**src/rtl/core/dpi_pkg.sv**
```systemverilog
// shared constants, types and helpers for the damped pseudo-inverse block
`default_nettype none
package dpi_pkg;

    localparam int MAX_ROWS  = 6;
    localparam int MAX_COLS  = 8;
    localparam int FRAC_BITS = 16;
    localparam int DATA_W    = 32;
    localparam int AUG_W     = 2 * MAX_ROWS;
    localparam int JDEPTH    = MAX_ROWS * MAX_COLS;
    localparam int ADEPTH    = MAX_ROWS * AUG_W;
    localparam int JAW       = $clog2(JDEPTH);
    localparam int AAW       = $clog2(ADEPTH);
    localparam int ROWS_W    = 3;
    localparam int COLS_W    = 4;
    localparam int DAMP_W    = 31;
    localparam int RND_W     = 2 * DATA_W - FRAC_BITS;
    localparam int ACC_W     = RND_W + 4;
    localparam int NUM_W     = DATA_W + FRAC_BITS;
    localparam int DCNT_W    = $clog2(NUM_W + 1);
    localparam int CFG_IDX_W = 2;

    localparam logic [CFG_IDX_W-1:0] CFG_ROWS    = 2'd0;
    localparam logic [CFG_IDX_W-1:0] CFG_COLS    = 2'd1;
    localparam logic [CFG_IDX_W-1:0] CFG_DAMPING = 2'd2;

    localparam logic signed [DATA_W-1:0] FX_ONE  = DATA_W'(1) << FRAC_BITS;
    localparam logic signed [DATA_W-1:0] FX_ZERO = '0;

    typedef enum logic [4:0] {
        S_LOAD,
        S_A_RD1, S_A_RD2, S_A_MUL, S_A_ACC, S_A_WR1, S_A_WR2,
        S_G_PIV, S_G_PCHK, S_G_SRCH_RD, S_G_SRCH_CHK,
        S_G_SW_RD1, S_G_SW_RD2, S_G_SW_WR1, S_G_SW_WR2,
        S_G_NRD, S_G_NDIV, S_G_NWAIT,
        S_G_EL_F, S_G_EL_FW, S_G_EL_RD1, S_G_EL_RD2, S_G_EL_MUL, S_G_EL_WR,
        S_O_RD1, S_O_MUL, S_O_ACC, S_O_ZERO, S_O_WAIT
    } t_state;

    typedef struct packed {
        logic                     start;
        logic signed [DATA_W-1:0] num;
        logic signed [DATA_W-1:0] den;
    } t_div_req;

    typedef struct packed {
        logic                     done;
        logic signed [DATA_W-1:0] quot;
    } t_div_rsp;

    function automatic logic signed [DATA_W-1:0] sat32(input logic signed [ACC_W-1:0] v);
        logic signed [ACC_W-1:0] hi;
        logic signed [ACC_W-1:0] lo;
        hi = ACC_W'({1'b0, {(DATA_W-1){1'b1}}});
        lo = -hi - ACC_W'(1);
        if (v > hi) begin
            return {1'b0, {(DATA_W-1){1'b1}}};
        end else if (v < lo) begin
            return {1'b1, {(DATA_W-1){1'b0}}};
        end else begin
            return v[DATA_W-1:0];
        end
    endfunction

endpackage
`default_nettype wire

```
**src/rtl/core/dpi_mul.sv**
```systemverilog
// shared signed multiplier with registered product and round-to-nearest scaling
`default_nettype none
module dpi_mul (
    input  wire logic                                i_clk,
    input  wire logic signed [dpi_pkg::DATA_W-1:0]   i_a,
    input  wire logic signed [dpi_pkg::DATA_W-1:0]   i_b,
    output logic signed [dpi_pkg::RND_W-1:0]         o_round
);
    import dpi_pkg::*;

    logic signed [2*DATA_W-1:0] r_prod;
    logic signed [2*DATA_W-1:0] rnd_sum;

    always_ff @(posedge i_clk) begin
        r_prod <= i_a * i_b;
    end

    // add half an lsb, then floor shift
    assign rnd_sum = r_prod + ((2*DATA_W)'(1) << (FRAC_BITS - 1));
    assign o_round = RND_W'(rnd_sum >>> FRAC_BITS);

endmodule
`default_nettype wire

```
**config.mk**
```make
export PLATFORM = sky130hd
export DESIGN_NAME = dpi_mul
export DESIGN_NICKNAME = d
export VERILOG_FILES = /design/src/rtl/core/dpi_pkg.sv /design/src/rtl/core/dpi_mul.sv
export SDC_FILE = /design/constraint.sdc
export NUM_CORES = 2
export LEC_CHECK = 0
export ABC_CLOCK_PERIOD_IN_PS = 14600
export BUFFER_PORTS_ARGS = -buffer_cell sky130_fd_sc_hd__buf_2
export CELL_PAD_IN_SITES_DETAIL_PLACEMENT = 1
export CELL_PAD_IN_SITES_GLOBAL_PLACEMENT = 2
export CORE_MARGIN = 2
export CORE_UTILIZATION = 43
export DETAILED_ROUTE_END_ITERATION = 10
export PLACE_DENSITY_LB_ADDON = 0.15
export SLEW_MARGIN = 20
export SYNTH_ARGS = -nofsm -noshare
export SYNTH_HDL_FRONTEND = slang
export SYNTH_SLANG_ARGS = --single-unit
```
**constraint.sdc**
```tcl
create_clock -name i_clk -period 14.6 [get_ports i_clk]
set_input_delay 4.38 -clock i_clk [delete_from_list [all_inputs] [get_ports i_clk]]
set_output_delay 4.38 -clock i_clk [all_outputs]
set_load 0.005 [all_outputs]
```
==> metrics.txt <==
pre-CTS WS 1690 ps; Synth Cell Area 37700 um^2; Die H 300 um; routed vias/inst 5.05; worst hold slack 5040 ps; area grow syn2layout 4.18%; vias in the first global route 31100; hold depth 6; syn_nets 5329; Initial DRC Count 995; DRC violations left 0; number of antenna violations at the first check in global routing 4; EDFF count, synth 0; Tcrit/Tclk final 0.860; Period minus WS final 12560 ps; cts bufs inserted 5; Non-Filler Instances 5097; row count 108; Final TNS setup 0 ps; largest net degree at the start of global routing 33; crit-path max FO 32; Worst Setup End Kind register; # H-tree levels 2; MaxCap Viol Count 0; Root Driver clkbuf_16; Worst Path Arrival 12810 ps; worst setup margin 2040 ps; Slew HR 0.260; flip-flop count of the largest register after layout 49; hold_buf cts 0; post-cts sizing count 0; Max Buffers Root-to-Sink 2; #FFs+latches synth 49; Placed Cells 5088; crit path launch type input pin; clock sink total 49; ys flop type dfxtp_1; Mapped Avg Cell Area 9.41 um^2; status finished, final reports clean; final wirelength 109 mm; Synth warnings 0; setup repair bufs after CTS 0; I/O Buffers 112; top flop regs r_prod x49; antenna-violating nets left 0; nets 5267; Core Region 86800 um^2; Cells after Synth 4002; Slew Limit Fails 0; global-route wire length before repair 179 mm; Hold WC Path Type in2reg; Final setup viols 0; RSZ-0062 raised after global routing no; Final GP Congestion 0.858; sequential fraction of the synthesis area 0.0260; Initial Util 0.434; Congestion Overflow GR 0; DIE WIDTH 300 um; DR WL/cell 21.5 um; critical path class in2reg; most common cell after layout, fill and taps aside fa_1; via count 25700; hpwl dp 93.4 mm; global-route usage over all layers 0.261; Distinct cells, synth 61; most frequent cells in the layout 1081 x fa_1, 987 x inv_1, 539 x nand2_1; Die Area 90000 um^2; Top reg by flops r_prod; ys async rst share 0; CTS tree yes; Worst Tran Pin Value 1110 ps; share of post-route cells with drive strength above 1 0.0429; num ports 113; critical path data required time 14840 ps; clock-pin slew on the worst setup and hold paths 70 ps; Final Hold Viols 0; Max Clock Freq 0.0796 GHz; Initial DRT Pass Iterations 6
[stage by stage]
stage          cell area (um^2)   util
2_1_floorplan             37700      -
3_3_place_gp              39100  0.450
3_5_place_dp              39100  0.450
4_1_cts                   39200  0.452
5_1_grt                   39200  0.452
6_report                  39200  0.452
[final timing paths]
path	from	to
max	i_b[5]	r_prod[63]
min	i_a[1]	r_prod[17]
[synth_stat cells, types with 2 or more instances]
library cell	count	area [um^2]
a21o_1	28	210
xnor2_1	77	674
and2_1	515	3220
o21ai_0	27	135
o211ai_1	2	15.0
a211oi_1	2	15.0
a31oi_1	8	50.1
xor2_1	36	315
o21a_1	7	52.6
nand2_1	539	2020
nor2_4	3	33.8
nand3_1	19	95.1
ha_1	181	2260
nor2_1	60	225
a21oi_1	54	270
o21bai_1	9	67.6
fa_1	1081	21600
o21ai_2	3	26.3
o21ai_1	3	15.0
a2111oi_2	2	30.0
a221oi_1	2	17.5
and3_1	14	87.6
and4_1	3	26.3
o2111ai_1	2	17.5
dfxtp_1	49	981
nand4_1	26	163
nand2b_1	12	75.1
o31ai_1	3	22.5
clkbuf_1	201	754
nor3_1	10	50.1
nor2b_1	6	37.5
a21oi_2	3	26.3
inv_1	987	3700
[routing by layer]
layer  share of wire  up-vias  GRT usage  routed length (um)
met5         0.00014        -          0                  15
met4           0.029        2     0.0645                3220
met3           0.025      121     0.0192                2710
met2            0.54      378      0.495               59400
met1            0.40    14000      0.319               44100
li1                -    11200          -                   -
[logic make-up after synthesis]
group | synth area share
adder cells (fa/ha/maj) | 0.635
AND/OR/NAND/NOR | 0.165
buffers and inverters | 0.119
AO/OA/AOI/OAI | 0.0300
XOR/XNOR | 0.0263
flip-flops | 0.0260
[cell type report]
type                    count  area (um^2)
fillers                 10000        47500
diodes                      1         2.50
inverters                 987         3700
flip-flops and latches     49          981
multi-input cells        2764        32200
clock buffers               5          125
well taps                1155         1450
clock inverters             3         43.8
repair buffers            133          718
[critical path, cell delays in order]
cell and delay, ps:
buf_2 500, nand2_1 250, inv_1 140, fa_1 400, inv_1 260, fa_1 480, inv_1 240, fa_1 520
fa_1 920, inv_1 380, fa_1 580, inv_1 60, fa_1 550, fa_1 440, fa_1 470, ha_1 400
a21o_1 190, a21o_1 160, a21oi_1 230, o21ai_0 140, nand2_1 120, and3_1 160, a21bo_2 190, nor3_1 80
a2111oi_2 380, xnor2_1 150
Power is left out: the tool's default activity adds up to more than one toggle a clock period on the data nets, which glitch-free logic cannot reach.
