File: src/rtl/core/dpi_pkg.sv
// shared constants, types and helpers for the damped pseudo-inverse block
`default_nettype none
package dpi_pkg;

    localparam int MAX_ROWS  = 6;
    localparam int MAX_COLS  = 8;
    localparam int FRAC_BITS = 16;
    localparam int DATA_W    = 32;
    localparam int AUG_W     = 2 * MAX_ROWS;
    localparam int JDEPTH    = MAX_ROWS * MAX_COLS;
    localparam int ADEPTH    = MAX_ROWS * AUG_W;
    localparam int JAW       = $clog2(JDEPTH);
    localparam int AAW       = $clog2(ADEPTH);
    localparam int ROWS_W    = 3;
    localparam int COLS_W    = 4;
    localparam int DAMP_W    = 31;
    localparam int RND_W     = 2 * DATA_W - FRAC_BITS;
    localparam int ACC_W     = RND_W + 4;
    localparam int NUM_W     = DATA_W + FRAC_BITS;
    localparam int DCNT_W    = $clog2(NUM_W + 1);
    localparam int CFG_IDX_W = 2;

    localparam logic [CFG_IDX_W-1:0] CFG_ROWS    = 2'd0;
    localparam logic [CFG_IDX_W-1:0] CFG_COLS    = 2'd1;
    localparam logic [CFG_IDX_W-1:0] CFG_DAMPING = 2'd2;

    localparam logic signed [DATA_W-1:0] FX_ONE  = DATA_W'(1) << FRAC_BITS;
    localparam logic signed [DATA_W-1:0] FX_ZERO = '0;

    typedef enum logic [4:0] {
        S_LOAD,
        S_A_RD1, S_A_RD2, S_A_MUL, S_A_ACC, S_A_WR1, S_A_WR2,
        S_G_PIV, S_G_PCHK, S_G_SRCH_RD, S_G_SRCH_CHK,
        S_G_SW_RD1, S_G_SW_RD2, S_G_SW_WR1, S_G_SW_WR2,
        S_G_NRD, S_G_NDIV, S_G_NWAIT,
        S_G_EL_F, S_G_EL_FW, S_G_EL_RD1, S_G_EL_RD2, S_G_EL_MUL, S_G_EL_WR,
        S_O_RD1, S_O_MUL, S_O_ACC, S_O_ZERO, S_O_WAIT
    } t_state;

    typedef struct packed {
        logic                     start;
        logic signed [DATA_W-1:0] num;
        logic signed [DATA_W-1:0] den;
    } t_div_req;

    typedef struct packed {
        logic                     done;
        logic signed [DATA_W-1:0] quot;
    } t_div_rsp;

    function automatic logic signed [DATA_W-1:0] sat32(input logic signed [ACC_W-1:0] v);
        logic signed [ACC_W-1:0] hi;
        logic signed [ACC_W-1:0] lo;
        hi = ACC_W'({1'b0, {(DATA_W-1){1'b1}}});
        lo = -hi - ACC_W'(1);
        if (v > hi) begin
            return {1'b0, {(DATA_W-1){1'b1}}};
        end else if (v < lo) begin
            return {1'b1, {(DATA_W-1){1'b0}}};
        end else begin
            return v[DATA_W-1:0];
        end
    endfunction

endpackage
`default_nettype wire

File: src/rtl/core/dpi_div.sv
// iterative restoring divider, one quotient bit per cycle, scaled fixed-point quotient
`default_nettype none
module dpi_div (
    input  wire logic               i_clk,
    input  wire logic               i_rst_n,
    input  wire dpi_pkg::t_div_req  i_req,
    output dpi_pkg::t_div_rsp       o_rsp
);
    import dpi_pkg::*;

    logic                 r_busy;
    logic                 r_done;
    logic [DCNT_W-1:0]    r_cnt;
    logic [NUM_W-1:0]     r_q;
    logic [DATA_W-1:0]    r_rem;
    logic [DATA_W-1:0]    r_dmag;
    logic                 r_neg;
    logic [DATA_W:0]      trial;
    logic [DATA_W:0]      dmag_ext;
    logic                 qbit;
    logic [NUM_W-1:0]     nmag;
    logic [DATA_W-1:0]    dmag;
    logic signed [NUM_W:0] qs;

    // magnitude of num * 2^FRAC_BITS
    assign nmag = i_req.num[DATA_W-1] ? NUM_W'(-{{FRAC_BITS{i_req.num[DATA_W-1]}}, i_req.num,
                                                 {FRAC_BITS{1'b0}}})
                                      : NUM_W'({i_req.num, {FRAC_BITS{1'b0}}});
    assign dmag = i_req.den[DATA_W-1] ? DATA_W'(-i_req.den) : DATA_W'(i_req.den);

    assign trial    = {r_rem, r_q[NUM_W-1]};
    assign dmag_ext = {1'b0, r_dmag};
    assign qbit     = (trial >= dmag_ext);

    always_ff @(posedge i_clk) begin
        if (!i_rst_n) begin
            r_busy <= 1'b0;
            r_done <= 1'b0;
            r_cnt  <= '0;
        end else begin
            r_done <= 1'b0;
            if (i_req.start) begin
                r_busy <= 1'b1;
                r_cnt  <= DCNT_W'(NUM_W);
            end else if (r_busy) begin
                r_cnt <= r_cnt - DCNT_W'(1);
                if (r_cnt == DCNT_W'(1)) begin
                    r_busy <= 1'b0;
                    r_done <= 1'b1;
                end
            end
        end
    end

    always_ff @(posedge i_clk) begin
        if (i_req.start) begin
            r_q    <= nmag;
            r_rem  <= '0;
            r_dmag <= dmag;
            r_neg  <= i_req.num[DATA_W-1] ^ i_req.den[DATA_W-1];
        end else if (r_busy) begin
            r_rem <= qbit ? DATA_W'(trial - dmag_ext) : DATA_W'(trial);
            r_q   <= {r_q[NUM_W-2:0], qbit};
        end
    end

    assign qs = r_neg ? -$signed({1'b0, r_q}) : $signed({1'b0, r_q});

    assign o_rsp.done = r_done;
    assign o_rsp.quot = sat32(ACC_W'(qs));

endmodule
`default_nettype wire

File: config.mk
export PLATFORM = sky130hd
export DESIGN_NAME = dpi_div
export DESIGN_NICKNAME = d
export VERILOG_FILES = /design/src/rtl/core/dpi_pkg.sv /design/src/rtl/core/dpi_div.sv
export SDC_FILE = /design/constraint.sdc
export NUM_CORES = 1
export LEC_CHECK = 0
export ABC_CLOCK_PERIOD_IN_PS = 7500
export BUFFER_PORTS_ARGS = -buffer_cell sky130_fd_sc_hd__buf_2
export CAP_MARGIN = 15
export CORE_MARGIN = 4
export CORE_UTILIZATION = 43
export CTS_BUF_LIST = sky130_fd_sc_hd__clkbuf_4 sky130_fd_sc_hd__clkbuf_8 sky130_fd_sc_hd__clkbuf_16
export DETAILED_ROUTE_END_ITERATION = 8
export GPL_TIMING_DRIVEN = 0
export PLACE_DENSITY_LB_ADDON = 0.05
export SLEW_MARGIN = 30
export SYNTH_ARGS = -nofsm -noshare
export SYNTH_HDL_FRONTEND = slang
export SYNTH_SLANG_ARGS = --single-unit
File: constraint.sdc
create_clock -name i_clk -period 7.5 [get_ports i_clk]
set_clock_uncertainty 0.2 [all_clocks]
set_input_delay 1.5 -clock i_clk [delete_from_list [all_inputs] [get_ports i_clk]]
set_output_delay 1.5 -clock i_clk [all_outputs]
set_load 0.05 [all_outputs]
==> results of run 1 <==
stage by stage:
step	instances	area (um2)	power, mW	utilization
final	1489	10600	2.35	0.505
after global routing	1489	10600	2.47	0.505
after CTS	1489	10600	2.36	0.505
after detailed placement	1457	10100	1.57	0.478
after global placement	1457	10100	1.56	0.477
after floorplan	1083	9230	1.37	-
synthesized netlist by cell type (5+ instances only):
master / count
buf_1: 6
nand3_1: 25
a311oi_1: 7
dfxtp_1: 40
xnor2_1: 60
o21ai_0: 58
xor2_1: 67
nand4_1: 17
nor4_1: 10
nand2_1: 85
nor2_1: 100
nand2b_1: 9
clkbuf_1: 47
o31a_1: 5
o21a_1: 9
or4_1: 14
a31oi_1: 13
and3_1: 6
a211oi_1: 16
a21oi_1: 73
inv_1: 54
or3_1: 20
o21ai_1: 32
a21boi_0: 5
or2_2: 5
o31ai_1: 32
mux2i_1: 16
nor2b_1: 22
a21o_1: 12
ha_1: 37
nor3_1: 23
o41ai_1: 11
edfxtp_1: 81
flip-flops by register name (all words and copies together) (netlist names):
signal,cells
r_done,1
r_rem,32
r_dmag,32
r_cnt,6
r_q,48
r_busy,1
r_neg,1
worst min path at each step:
stage | to | cells past startpoint
6_report | r_rem[31] | 2
5_1_grt | r_rem[31] | 2
4_1_cts | r_rem[31] | 2
3_5_place_dp | r_rem[31] | 2
3_3_place_gp | r_rem[31] | 2
2_1_floorplan | r_rem[31] | 2
report_power, final:
part	switching [mW]	internal (mW)	total (mW)
logic	0.459	0.251	0.709
clock network	0.322	0.465	0.787
registers	0.0627	0.790	0.852
total	0.844	1.51	2.35
cells by family (layout without fill, tap and decap cells):
family,after synthesis,in the layout,synth area share
and+or+nand+nor,354,354,0.191
AOI/OAI and AO/OA,308,308,0.215
xor gates and xnor gates,127,127,0.121
DFF,121,121,0.350
buffers and inverters,115,246,0.0490
adders and majority gates,38,38,0.0523
muxes,20,20,0.0222
layer usage:
metal	part of all wire	routed length, um	global-route usage
met5	0	0	0
met4	0.020	515	0.0627
met3	0.049	1270	0.0319
met2	0.47	12200	0.364
met1	0.46	11700	0.279
worst register-to-register path: stages, from the launching register on:
cell	delay, ps
edfxtp_1	500
inv_1	170
ha_1	210
nor2b_1	70
o31a_1	290
o311ai_0	800
a2111oi_2	280
o2111ai_1	880
nand2_1	430
clkbuf_1	360
nand2_1	130
o21ai_0	80
a211oi_1	230
cell type report:
class                      count  area (um2)
inverter                      54         205
sequential                   121        3230
timing repair buffer          99         495
buffer                        61         249
clock buffer                  18         439
multi-input combinational    847        5560
tap                          275         344
clock inverter                14         125
fill                        2099       10400
==> results by group, run 1 <==
Outcome
  • Outcome: complete, no violations

Worst setup path
  • Worst Setup SP: r_q[0]
  • WS Path Type: reg -> out
  • CP max-delay cell: or4_1
  • Stages on the worst setup path: 13
  • CP peak stage delay: 590 ps
  • Worst setup endpoint: o_rsp[1]
  • R2r startpoint: r_q[47]
  • Crit path buf inv count: 3
  • Reg2reg end: r_rem[0]
  • Req. time, crit path: 5800 ps
  • R2R depth: 12
  • Critical Path Fanout Max: 10
  • CP top delay family: simple AND/OR/NAND/NOR gates
  • Worst EP arrival: 4810 ps
  • Worst path cell trace: inv_1, ha_1, or3b_2, nor4_2, nand3_1, or4_1, mux2_2, a32oi_1, or4_4, o41ai_4, buf_4, o21ai_1, buf_2
  • Reg2reg setup slack: 2790 ps
  • CP Launch Type: register
  • Crit end category: output pin

Clocking
  • TritonCTS Buffers: 17
  • Root Buffer: clkbuf_16
  • Reg clk slew, reported paths: 60 ps
  • Clk sinks: 121
  • Clk_lat worst skew: 420 ps
  • Post-CTS Setup Inserts: 0
  • Clock Path Buffers: 2
  • CTS hold repair buffers: 0
  • H-tree depth: 4
  • Post-CTS sizing: 0
  • CTS tree: built

Global route
  • All-Layer GR Usage: 0.213
  • Initial antenna violation count: 0
  • First-pass GRT wire length: 41100 um
  • Vias in the first global route: 7861
  • Gr ovfl total: 0
  • Pin count of the biggest net entering global routing: 49

Worst hold path
  • Hold Crit Class: reg -> reg
  • Hold_sp: r_rem[31]

Timing
  • Hold slack: 304 ps
  • Max Slew Vio Count: 0
  • Final setup violating endpoints: 0
  • Worst-Margin Slew: 994 ps
  • Final worst-path cycle share: 0.868
  • Setup ws final: 987 ps
  • RSZ-0062 raised after global routing: no
  • Max transition margin: 0.337
  • Max Clk Rate: 154 MHz
  • Sum of negative setup slack: 0 ps
  • Fin. Hold Viols: 0
  • Post-layout minimum cycle time: 6510 ps

Finish
  • Most common cell after layout, fill and taps aside: buf_2
  • Diodes inserted: 0
  • Fin nets: 1306
  • Layout cells sized above 1: 0.133
  • Most frequent cells in the layout: 103 x buf_2, 100 x nor2_1, 85 x nand2_1, 81 x edfxtp_1, 73 x a21oi_1
  • Area delta synth->final: 15.4%

Die
  • Die Height: 154 um
  • Core ar.: 0.0211 mm2
  • Initial Util: 0.438
  • Die Span X: 154 um
  • Die area: 0.0239 mm2
  • I/O pins: 100
  • Row count: 53

Routing
  • Vias: 8339
  • Vias/cell: 5.60
  • Drt initial violations: 599
  • Final wirelength: 25700 um
  • Wire per inst: 17.3 um
  • # DRC: 0
  • Antenna viol nets, final: 0
  • DR pass1 iterations: 5

Logic synthesis
  • Post-synth top area cell: edfxtp_1
  • Asr flop ratio synth: 0
  • Post-synth cell types: 66
  • YS warnings: 0
  • Yosys top cell area share: 0.264
  • Post-synthesis cell area: 0.00923 mm2
  • Register area share after synthesis: 0.350
  • Top_reg_cell synth: edfxtp_1
  • Yosys reg bits: 121
  • Number of synthesized flops with an enable pin: 81
  • Post-synthesis net count: 1188
  • Average size of a mapped cell: 8.52 um2
  • Top post-synthesis cells by area: edfxtp_1 26%, dfxtp_1 8.7%, xor2_1 6.4%, xnor2_1 5.7%, ha_1 5.0%
  • Gate Count Post-Synth: 1083

Power
  • Leak: 4.08 nW
  • Max IR drop VDD: 0.140 mV
  • P per Cell Area: 221 mW/mm2

Place
  • GPL Wtd Cong: 0.836
  • Input/output buffers: 99
  • Pre-CTS setup slack: 1440 ps
  • Post-DP HPWL: 19800 um

Flow run
  • Max-cap violations: 0
Power figures use the tool's default switching activity.
==> run 2, diff against run 1 <==
--- a/config.mk
+++ b/config.mk
@@ -6,12 +6,12 @@
 export NUM_CORES = 1
 export LEC_CHECK = 0
 export ABC_CLOCK_PERIOD_IN_PS = 7500
-export BUFFER_PORTS_ARGS = -buffer_cell sky130_fd_sc_hd__buf_2
 export CAP_MARGIN = 15
 export CORE_MARGIN = 4
 export CORE_UTILIZATION = 43
 export CTS_BUF_LIST = sky130_fd_sc_hd__clkbuf_4 sky130_fd_sc_hd__clkbuf_8 sky130_fd_sc_hd__clkbuf_16
 export DETAILED_ROUTE_END_ITERATION = 8
+export DONT_BUFFER_PORTS = 1
 export GPL_TIMING_DRIVEN = 0
 export PLACE_DENSITY_LB_ADDON = 0.05
 export SLEW_MARGIN = 30
==> run 2 against run 1 <==
Critical path depth down 1. Via count is 4.6% lower. Total power is 4.9% higher. Non-clock buffer count fell by 99. Worst setup slack lost 150 ps. Clock power grew 22%. Cell count fell by 6.6%. Sequential share of layout area increased by 1.1 points. Sequential cell count unchanged. Register-to-register slack better by 260 ps. Global-route usage up 0.30 points. Critical endpoint is now o_rsp[3].
==> results by group, run 2 (synthesis gave the netlist of run 1 again) <==
Global route
  • Pin count of the biggest net entering global routing: 49 (unchanged)
  • All-Layer GR Usage: 0.216 (+0.00296)
  • Vias in the first global route: 7696 (-2.1%)
  • First-pass GRT wire length: 41600 um (+1.2%)
  • Initial antenna violation count: 0 (unchanged)
  • Gr ovfl total: 0 (unchanged)

Timing
  • Post-layout minimum cycle time: 6660 ps (+146 ps)
  • Max Clk Rate: 150 MHz (-2.2%)
  • Setup ws final: 841 ps (-146 ps)
  • Final setup violating endpoints: 0 (unchanged)
  • Sum of negative setup slack: 0 ps (unchanged)
  • Max transition margin: 0.316 (-0.0206)
  • Fin. Hold Viols: 0 (unchanged)
  • Worst-Margin Slew: 1020 ps (+25.0 ps)
  • RSZ-0062 raised after global routing: no
  • Max Slew Vio Count: 0 (unchanged)
  • Final worst-path cycle share: 0.888 (+0.0194)

Finish
  • Diodes inserted: 0 (unchanged)
  • Fill cell count: 2081 (-0.86%)
  • Register area: 0.00323 mm2 (unchanged)
  • Most frequent cells in the layout: 99 x nor2_1, 85 x nand2_1, 81 x edfxtp_1, 73 x a21oi_1, 67 x xor2_1
  • Fin nets: 1207 (-7.6%)
  • Most common cell after layout, fill and taps aside: nor2_1
  • Multi-input gate area: 0.00557 mm2 (+0.23%)
  • Most flop-heavy register: r_q
  • Area delta synth->final: 11.4%
  • Max reg flops: 48 (unchanged)
  • Util after Layout: 0.487 (-0.0174)
  • Top flop regs: r_q x48, r_dmag x32, r_rem x32
  • Layout cells sized above 1: 0.0583 (-0.0743)

Clocking
  • Clk sinks: 121 (unchanged)
  • CTS hold repair buffers: 0 (unchanged)
  • H-tree depth: 4 (unchanged)
  • Post-CTS Setup Inserts: 0 (unchanged)
  • Clk_lat worst skew: 420 ps (about the same)
  • TritonCTS Buffers: 17 (unchanged)
  • Post-CTS sizing: 0 (unchanged)
  • CTS tree: built
  • Clock Path Buffers: 2 (unchanged)
  • Reg clk slew, reported paths: 60 ps (about the same)
  • Root Buffer: clkbuf_16

Place
  • Input/output buffers: 0 (-100%)
  • GPL Wtd Cong: 0.855 (+2.3%)
  • Pre-CTS setup slack: 1340 ps (-107 ps)
  • Post-DP HPWL: 19500 um (-1.1%)

Worst setup path
  • R2R depth: 12 (unchanged)
  • Worst EP arrival: 4960 ps (+150 ps)
  • Reg2reg end: r_rem[0]
  • CP Launch Type: register
  • Req. time, crit path: 5800 ps (about the same)
  • Crit end category: output pin
  • R2r startpoint: r_q[47]
  • WS Path Type: reg -> out
  • Reg2reg setup slack: 3050 ps (+260 ps)
  • Critical Path Fanout Max: 10 (unchanged)

Die
  • Core ar.: 0.0211 mm2 (unchanged)
  • Die Span X: 154 um (unchanged)
  • Row count: 53 (unchanged)
  • I/O pins: 100 (unchanged)
  • Die area: 0.0239 mm2 (unchanged)
  • Die Height: 154 um (unchanged)
  • Initial Util: 0.438 (unchanged)

Power
  • P per Cell Area: 240 mW/mm2 (+8.6%)
  • Total power draw: 2.46 mW (+4.9%)
  • Leak: 3.75 nW (-8.1%)
  • Max IR drop VDD: 0.144 mV (+2.9%)

Routing
  • Antenna viol nets, final: 0 (unchanged)
  • Drt initial violations: 626 (+4.5%)
  • Wire per inst: 18.4 um (+6.7%)
  • Vias/cell: 5.73 (+2.2%)
  • Final wirelength: 25600 um (-0.36%)
  • DR pass1 iterations: 5 (unchanged)
  • # DRC: 0 (unchanged)
  • Vias: 7959 (-4.6%)

Worst hold path
  • WHS Endpoint: r_cnt[1]
  • Hold Crit Class: reg -> reg
  • Hold Path Depth: 2 (unchanged)
  • Hold_sp: r_cnt[1]

Outcome
  • Outcome: complete, no violations

Flow run
  • Max-cap violations: 0 (unchanged)
[run 2: cell count changes in the layout (fill, tap and decap cells not counted), moves of 3 or more]
cell / before / now
bufinv_16: 1 / 6
clkinv_4: 4 / 0
clkinv_2: 4 / 1
buf_2: 103 / 4
[run 2: worst max-delay path, cell delays in order (launching register included)]
cell and delay, ps:
edfxtp_1 420, inv_1 170, ha_1 210, or3b_2 510, nor4_2 360, nand3_1 200
or4_1 600, o21ai_0 220, a32o_1 170, nand4_1 100, o31a_1 430, clkbuf_1 280
o21ai_1 860
[run 2: power breakdown]
part	internal (mW)	switching [mW]	leakage, nW
Combinational	0.222	0.432	2.29
Sequential	0.790	0.0623	1.14
Clock	0.634	0.322	0.320
[run 2: layout make-up]
cell class / instances / area share
Buffer: 61 / 0.0242
Clock buffer: 18 / 0.0427
Clock inverter: 14 / 0.0235
Inverter: 54 / 0.0200
Multi-Input combinational cell: 847 / 0.542
Sequential cell: 121 / 0.315
Tap cell: 275 / 0.0335
[run 2: how the worst max path moves through the flow]
stage / from / end / slack (ps) / cells past startpoint
finish: r_q[0] / o_rsp[3] / 840 / 12
detailed placement: r_q[0] / o_rsp[3] / 1340 / 12
floorplan: r_q[1] / o_rsp[0] / 1800 / 12
global placement: r_q[0] / o_rsp[0] / 1100 / 12
CTS: r_q[0] / o_rsp[3] / 870 / 12
global route: r_q[0] / o_rsp[2] / 720 / 12
[run 2: layer usage]
metal,part of all wire,vias to the layer above,wire (um),track usage
met5,0,-,0,0
met4,0.020,0,508,0.0652
met3,0.044,29,1130,0.0336
met2,0.47,225,12000,0.351
met1,0.47,3702,12000,0.297
li1,-,4003,-,-
[run 2: through the flow]
| step | instances | instance area (um2) | hold slack [ps] |
|---|---|---|---|
| CTS | 1390 | 10300 | 297 |
| global placement | 1358 | 9570 | 288 |
| detailed placement | 1358 | 9600 | 290 |
| global route | 1390 | 10300 | 326 |
| finish | 1390 | 10300 | 298 |
| floorplan | 1083 | 9230 | 257 |
